File: config.mk
export PLATFORM = sky130hd
export DESIGN_NAME = internet_checksum_stream_core_flat
export DESIGN_NICKNAME = d
export VERILOG_FILES = /design/src/sv/icsum_pkg.sv /design/src/sv/icsum_if.sv /design/src/sv/icsum_accum.sv /design/src/sv/internet_checksum_stream_core.sv /design/src/flat_wrapper.sv
export SDC_FILE = /design/constraint.sdc
export NUM_CORES = 1
export LEC_CHECK = 0
export BUFFER_PORTS_ARGS = -buffer_cell sky130_fd_sc_hd__buf_4
export CAP_MARGIN = 20
export CORE_ASPECT_RATIO = 1.4
export CORE_UTILIZATION = 55
export DETAILED_ROUTE_END_ITERATION = 12
export HOLD_SLACK_MARGIN = 0.02
export PLACE_DENSITY = 0.73
export SETUP_SLACK_MARGIN = 0.2
export SLEW_MARGIN = 5
export SYNTH_ARGS = -nofsm -noshare
export SYNTH_HDL_FRONTEND = slang
export SYNTH_SLANG_ARGS = --single-unit
File: constraint.sdc
create_clock -name clk -period 10 [get_ports clk]
set_input_delay 1.5 -clock clk [delete_from_list [all_inputs] [get_ports clk]]
set_output_delay 1.5 -clock clk [all_outputs]
set_load 0.01 [all_outputs]
File: src/sv/icsum_pkg.sv
// shared widths, types and helpers for the streaming internet checksum
// no dependencies
package icsum_pkg;

  localparam int BYTE_W = 8;
  localparam int CSUM_W = 16;
  localparam int SUM_W = CSUM_W + 2;
  localparam int COUNT_WIDTH_DEF = 16;

  localparam logic [CSUM_W-1:0] UDP_PROTO = CSUM_W'(17);
  localparam logic [CSUM_W-1:0] UDP_HDR_LEN = CSUM_W'(8);

  typedef logic [BYTE_W-1:0] byte_t;
  typedef logic [CSUM_W-1:0] csum_t;
  typedef logic [SUM_W-1:0] wide_sum_t;

  typedef struct packed {
    byte_t data_byte;
    logic last_byte;
  } icsum_step_t;

  // end-around fold of a sum of up to four 16-bit terms
  function automatic csum_t oc_fold(input wide_sum_t s);
    logic [CSUM_W:0] f1;
    logic [CSUM_W:0] f2;
    f1 = {1'b0, s[CSUM_W-1:0]} + (CSUM_W+1)'(s[SUM_W-1:CSUM_W]);
    f2 = {1'b0, f1[CSUM_W-1:0]} + (CSUM_W+1)'(f1[CSUM_W]);
    return f2[CSUM_W-1:0];
  endfunction

endpackage

File: src/sv/icsum_if.sv
// valid/ready channel interfaces for packet bytes and checksum results
// depends on icsum_pkg
interface byte_stream_if;
  import icsum_pkg::*;
  logic valid;
  logic ready;
  byte_t data_byte;
  logic last_byte;
  modport source (output valid, output data_byte, output last_byte, input ready);
  modport sink (input valid, input data_byte, input last_byte, output ready);
endinterface

interface csum_if;
  import icsum_pkg::*;
  logic valid;
  logic ready;
  csum_t checksum;
  modport source (output valid, output checksum, input ready);
  modport sink (input valid, input checksum, output ready);
endinterface

File: src/sv/icsum_accum.sv
// per-packet ones'-complement accumulator, byte pairing and saturating byte count
// depends on icsum_pkg
module icsum_accum #(
  parameter int COUNT_WIDTH = icsum_pkg::COUNT_WIDTH_DEF
) (
  input  logic                  clk,
  input  logic                  rst,
  input  logic                  udp_mode,
  input  logic                  step_en,
  input  icsum_pkg::icsum_step_t step,
  output icsum_pkg::csum_t      checksum
);
  import icsum_pkg::*;

  csum_t acc;
  csum_t acc_next;
  byte_t held;
  byte_t held_next;
  logic pending;
  logic pending_next;
  logic [COUNT_WIDTH-1:0] count;
  logic [COUNT_WIDTH-1:0] count_next;
  logic [COUNT_WIDTH-1:0] count_inc;
  logic [31:0] count_ext;
  csum_t len_term;
  csum_t word;
  logic add_udp;
  wide_sum_t total;
  csum_t folded;

  always_comb begin
    count_inc = (count == '1) ? count : count + COUNT_WIDTH'(1);
    count_ext = 32'(count_inc);
    len_term = count_ext[CSUM_W-1:0] - UDP_HDR_LEN;
    word = pending ? {held, step.data_byte} : {step.data_byte, BYTE_W'(0)};
    add_udp = step.last_byte && udp_mode;
    total = SUM_W'(acc) + SUM_W'(word)
          + (add_udp ? SUM_W'(UDP_PROTO) : '0)
          + (add_udp ? SUM_W'(len_term) : '0);
    folded = oc_fold(total);
    checksum = ~folded;
  end

  always_comb begin
    acc_next = acc;
    held_next = held;
    pending_next = pending;
    count_next = count;
    if (step_en) begin
      if (step.last_byte) begin
        acc_next = '0;
        held_next = '0;
        pending_next = 1'b0;
        count_next = '0;
      end else if (pending) begin
        acc_next = folded;
        held_next = '0;
        pending_next = 1'b0;
        count_next = count_inc;
      end else begin
        held_next = step.data_byte;
        pending_next = 1'b1;
        count_next = count_inc;
      end
    end
  end

  always_ff @(posedge clk) begin
    if (rst) begin
      acc <= '0;
      held <= '0;
      pending <= 1'b0;
      count <= '0;
    end else begin
      acc <= acc_next;
      held <= held_next;
      pending <= pending_next;
      count <= count_next;
    end
  end

  a_clear_after_last: assert property (@(posedge clk) disable iff (rst)
    step_en && step.last_byte |=> acc == '0 && !pending && count == '0)
    else $error("packet state not cleared after last byte");

  a_pending_toggles: assert property (@(posedge clk) disable iff (rst)
    step_en && !step.last_byte |=> pending != $past(pending))
    else $error("byte pairing out of step");

  a_count_saturates: assert property (@(posedge clk) disable iff (rst)
    step_en && !step.last_byte && count == '1 |=> count == '1)
    else $error("byte count wrapped");

endmodule

File: src/sv/internet_checksum_stream_core.sv
// streaming internet checksum: one byte per transfer, checksum on the last byte
// the last byte is taken into the input register, then its checksum is captured in the result register
// throughput: one byte per cycle, back-pressure only when a finished checksum is held
// reset: synchronous rst clears udp_mode, packet state and both pipeline stages
// depends on icsum_pkg, icsum_if, icsum_accum
module internet_checksum_stream_core #(
  parameter int COUNT_WIDTH = icsum_pkg::COUNT_WIDTH_DEF
) (
  input  logic          clk,
  input  logic          rst,
  input  logic          cfg_wr_en,
  input  logic          cfg_wr_data,
  byte_stream_if.sink   byte_in,
  csum_if.source        csum_out
);
  import icsum_pkg::*;

  logic udp_mode;
  logic s1_valid;
  icsum_step_t s1_step;
  logic advance;
  logic out_valid;
  logic out_valid_next;
  csum_t out_csum;
  csum_t step_csum;

  assign advance = s1_valid && (!s1_step.last_byte || !out_valid || csum_out.ready);
  assign byte_in.ready = !s1_valid || advance;

  always_ff @(posedge clk) begin
    if (rst) begin
      udp_mode <= 1'b0;
    end else if (cfg_wr_en) begin
      udp_mode <= cfg_wr_data;
    end
  end

  // input register
  always_ff @(posedge clk) begin
    if (rst) begin
      s1_valid <= 1'b0;
    end else if (byte_in.ready) begin
      s1_valid <= byte_in.valid;
    end
  end

  always_ff @(posedge clk) begin
    if (byte_in.valid && byte_in.ready) begin
      s1_step <= '{data_byte: byte_in.data_byte, last_byte: byte_in.last_byte};
    end
  end

  icsum_accum #(
    .COUNT_WIDTH(COUNT_WIDTH)
  ) u_accum (
    .clk      (clk),
    .rst      (rst),
    .udp_mode (udp_mode),
    .step_en  (advance),
    .step     (s1_step),
    .checksum (step_csum)
  );

  // result register
  always_comb begin
    out_valid_next = out_valid;
    if (advance && s1_step.last_byte) begin
      out_valid_next = 1'b1;
    end else if (csum_out.ready) begin
      out_valid_next = 1'b0;
    end
  end

  always_ff @(posedge clk) begin
    if (rst) begin
      out_valid <= 1'b0;
    end else begin
      out_valid <= out_valid_next;
    end
  end

  always_ff @(posedge clk) begin
    if (advance && s1_step.last_byte) begin
      out_csum <= step_csum;
    end
  end

  assign csum_out.valid = out_valid;
  assign csum_out.checksum = out_csum;

  a_ready_when_empty: assert property (@(posedge clk) disable iff (rst)
    !s1_valid |-> byte_in.ready)
    else $error("input stalled with empty stage");

  a_result_from_last: assert property (@(posedge clk) disable iff (rst)
    $rose(out_valid) |-> $past(s1_valid && s1_step.last_byte))
    else $error("result without a last byte");

  a_no_overwrite: assert property (@(posedge clk) disable iff (rst)
    out_valid && !csum_out.ready |=> out_valid && $stable(out_csum))
    else $error("held checksum overwritten");

endmodule

File: src/flat_wrapper.sv
// flat-port wrapper written by rule: the top's interface ports become plain ports
module internet_checksum_stream_core_flat import icsum_pkg::*;
#(
  parameter int COUNT_WIDTH = icsum_pkg::COUNT_WIDTH_DEF
)
  (clk, rst, cfg_wr_en, cfg_wr_data, byte_in_valid, byte_in_data_byte, byte_in_last_byte, byte_in_ready, csum_out_valid, csum_out_checksum, csum_out_ready);
  byte_stream_if byte_in_i ();
  csum_if csum_out_i ();
  input  logic clk;
  input  logic rst;
  input  logic cfg_wr_en;
  input  logic cfg_wr_data;
  input wire logic [$bits(byte_in_i.valid)-1:0] byte_in_valid;
  input wire logic [$bits(byte_in_i.data_byte)-1:0] byte_in_data_byte;
  input wire logic [$bits(byte_in_i.last_byte)-1:0] byte_in_last_byte;
  output wire logic [$bits(byte_in_i.ready)-1:0] byte_in_ready;
  output wire logic [$bits(csum_out_i.valid)-1:0] csum_out_valid;
  output wire logic [$bits(csum_out_i.checksum)-1:0] csum_out_checksum;
  input wire logic [$bits(csum_out_i.ready)-1:0] csum_out_ready;
  assign byte_in_i.valid = byte_in_valid;
  assign byte_in_i.data_byte = byte_in_data_byte;
  assign byte_in_i.last_byte = byte_in_last_byte;
  assign byte_in_ready = byte_in_i.ready;
  assign csum_out_valid = csum_out_i.valid;
  assign csum_out_checksum = csum_out_i.checksum;
  assign csum_out_i.ready = csum_out_ready;
  internet_checksum_stream_core #(.COUNT_WIDTH(COUNT_WIDTH)) u_core (.clk(clk), .rst(rst), .cfg_wr_en(cfg_wr_en), .cfg_wr_data(cfg_wr_data), .byte_in(byte_in_i), .csum_out(csum_out_i));
endmodule
==> impl_metrics.env <==
export IMPL_outcome="finished clean"
export IMPL_skew_ns=0.00524
export IMPL_syn_avg_cell_area_um2=8.96
export IMPL_ioPinCount=33
export IMPL_clk_latency_ns=0.34
export IMPL_antenna_found_initial=0
export IMPL_seq_area_frac_synth=0.306
export IMPL_grt_overflow=0
export IMPL_crit_type="flip-flop to flip-flop"
export IMPL_num_rows=42
export IMPL_cts_sinks=69
export IMPL_cts_resized=0
export IMPL_layout_nets=691
export IMPL_power_density_nw_per_um2=124
export IMPL_finalPower_mw=0.737
export IMPL_slowest_stage="or4_1"
export IMPL_syn_cell_area_um2=5330
export IMPL_reg2reg_slack_ns=1.08
export IMPL_critPathLaunch="u_core.u_accum.count[0]"
export IMPL_hold_viol_final=0
export IMPL_portBuffers=32
export IMPL_rsz0062_at_grt="no"
export IMPL_cpMostUsedCell="ha_1"
export IMPL_synth_edf_count=25
export IMPL_setup_violations=0
export IMPL_netlist_top_cells_area="dfxtp_1, edfxtp_1, ha_1"
export IMPL_wl_per_cell_um=18.6
export IMPL_die_w_um=85.2
export IMPL_synth_cells=595
export IMPL_yosys_register_bits=69
export IMPL_clk_pin_slew_worst_paths_ns=0.06
export IMPL_r2r_start="u_core.u_accum.count[0]"
export IMPL_crit_family="simple AND/OR/NAND/NOR gates"
export IMPL_first_pass_iters=5
export IMPL_yosysMostFrequentCell="nor2_1"
export IMPL_cts_setup_buffers=0
export IMPL_via_per_inst=6.07
export IMPL_syn_nets=665
export IMPL_synth_top_area_share=0.165
export IMPL_ys_async_sr_fraction=0
export IMPL_yosys_warnings=0
export IMPL_drc=0
export IMPL_die_height_um=118
export IMPL_tns_ns=0
export IMPL_area_growth_pct=11.4
export IMPL_crit_cells=33
export IMPL_cap_violations=0
export IMPL_synth_top_area_cell="dfxtp_1"
export IMPL_die_area_um2=10100
export IMPL_num_antenna_cells=0
export IMPL_slew_violations=0
export IMPL_slowest_delay_ns=0.63
export IMPL_cp_start_kind="flip-flop"
export IMPL_cts_tree="done"
export IMPL_root_buffer="clkbuf_16"
export IMPL_synth_flop_cell="dfxtp_1"
export IMPL_htree_levels=3
export IMPL_timing_critical_path_required_ns=10.08
export IMPL_max_slew_margin=0.363
export IMPL_grt_pass1_vias=4607
export IMPL_worst_pin_slew_ns=0.949
export IMPL_drive_above_1_share=0.129
export IMPL_p_leak_nw=2.44
export IMPL_r2r_cells=33
export IMPL_r2r_end="u_core.csum_out.checksum[12]"
export IMPL_vdd_drop_max_mv=0.0967
export IMPL_ant_nets=0
export IMPL_crit_arrival_ns=9.00
export IMPL_cts_max_path_buffers=2
export IMPL_dp_final_hpwl_um=10500
export IMPL_grt_max_degree=48
export IMPL_grtUsageTotal=0.289
export IMPL_coreArea_um2=9460
export IMPL_cts_buffers=9
export IMPL_via_count=4471
export IMPL_drtIter0Drc=231
export IMPL_cp_end_kind="flip-flop"
export IMPL_final_core_util=0.628
export IMPL_crit_buf_inv=1
export IMPL_synth_distinct_cells=74
export IMPL_grt_pass1_wl_um=22200
export IMPL_place_congestion=0.915
export IMPL_crit_path_end="u_core.csum_out.checksum[12]"
export IMPL_path_max_fanout=9
export IMPL_cts_hold_buf=0
export IMPL_fmax_ghz=0.112
export IMPL_period_needed_ns=8.92
export IMPL_wirelength_um=13700
export IMPL_hp_class="flip-flop to flip-flop"
export IMPL_ys_top_cells_by_count="nor2_1, dfxtp_1, nand2_1, a21oi_1, ha_1"
export IMPL_initial_core_util=0.564
export IMPL_fill_cells=825
export IMPL_post_route_period_util=0.892
worst min-delay path by stage:
| stage | endpoint | slack [ns] | start | depth (start not counted) |
|---|---|---|---|---|
| 2_1_floorplan | u_core.u_accum.acc[11] | 0.44 | u_core.u_accum.acc[11] | 2 |
| 3_3_place_gp | u_core.u_accum.acc[11] | 0.45 | u_core.u_accum.acc[11] | 2 |
| 3_5_place_dp | u_core.u_accum.acc[11] | 0.46 | u_core.u_accum.acc[11] | 2 |
| 4_1_cts | u_core.u_accum.acc[11] | 0.47 | u_core.u_accum.acc[11] | 2 |
| 5_1_grt | u_core.u_accum.acc[11] | 0.47 | u_core.u_accum.acc[11] | 2 |
| 6_report | u_core.u_accum.acc[11] | 0.47 | u_core.u_accum.acc[11] | 2 |
flip-flops by register name, indices dropped and copies added (netlist names):
name / flops
u_core.s1_step: 9
u_core.u_accum.held: 8
u_core.csum_out.checksum: 16
u_core.u_accum.acc: 16
u_core.csum_out.valid: 1
u_core.u_accum.count: 16
u_core.u_accum.pending: 1
u_core.udp_mode: 1
u_core.s1_valid: 1
through the flow:
| stage | instances | setup WS [ns] | hold WS (ns) | area [um^2] |
|---|---|---|---|---|
| finish | 736 | 1.08 | 0.466 | 5940 |
| global placement | 720 | 1.19 | 0.446 | 5650 |
| global route | 736 | 0.324 | 0.474 | 5940 |
| detailed placement | 720 | 0.989 | 0.459 | 5650 |
| floorplan | 595 | 2.25 | 0.436 | 5330 |
| CTS | 736 | 0.908 | 0.467 | 5930 |
placed cells by master (no fill, tap or decap), types with 5 or more instances in the layout:
master / synthesis / final
a21o_1: 7 / 7
a21oi_1: 38 / 38
a22oi_1: 18 / 18
a31oi_1: 7 / 7
and2_1: 10 / 10
and3_1: 11 / 11
buf_4: 0 / 35
clkbuf_16: 0 / 9
dfxtp_1: 44 / 44
edfxtp_1: 25 / 25
fa_1: 19 / 19
ha_1: 36 / 36
inv_1: 35 / 35
mux2i_1: 10 / 10
nand2_1: 39 / 39
nand2b_1: 7 / 7
nand3_1: 18 / 18
nand3b_1: 5 / 5
nor2_1: 74 / 74
nor3b_1: 5 / 5
o21ai_0: 21 / 20
or2_2: 7 / 7
or3_1: 7 / 7
xnor2_1: 29 / 29
xor2_1: 18 / 18
worst register-to-register path: cells and delay by family, from the launching register on:
kind,cells,cell delay (ns)
DFF,1,0.44
and+or+nand+nor,16,4.04
buffers and inverters,1,0.07
xor gates and xnor gates,2,0.27
adders and majority gates,7,1.87
AOI/OAI and AO/OA,7,1.98
metal layers:
layer,global-route usage,vias to the layer above,wire length (um)
li1,-,2172,-
met1,0.309,2108,5280
met2,0.532,147,7250
met3,0.0300,44,485
met4,0.181,0,679
met5,0,-,0
cells by family after synthesis:
group | synth area share
buffers and inverters | 0.0415
flip-flops | 0.306
multiplexers | 0.0272
XOR/XNOR | 0.0885
adder cells (fa/ha/maj) | 0.156
AO/OA/AOI/OAI | 0.168
AND/OR/NAND/NOR | 0.213
area by class of cell:
class | instances | area [um^2] | share of cell area
repair buffers | 35 | 263 | 0.0442
well taps | 110 | 138 | 0.0232
inverters | 36 | 135 | 0.0228
multi-input cells | 470 | 3490 | 0.587
clock inverters | 5 | 51.3 | 0.00864
flip-flops and latches | 69 | 1630 | 0.275
clock buffers | 11 | 233 | 0.0392
power by group:
| part | internal (mW) | switching, mW |
|---|---|---|
| sequential | 0.300 | 0.00566 |
| clock | 0.191 | 0.123 |
| combinational | 0.0440 | 0.0730 |
No activity file was read; power rests on OpenSTA's default activity.
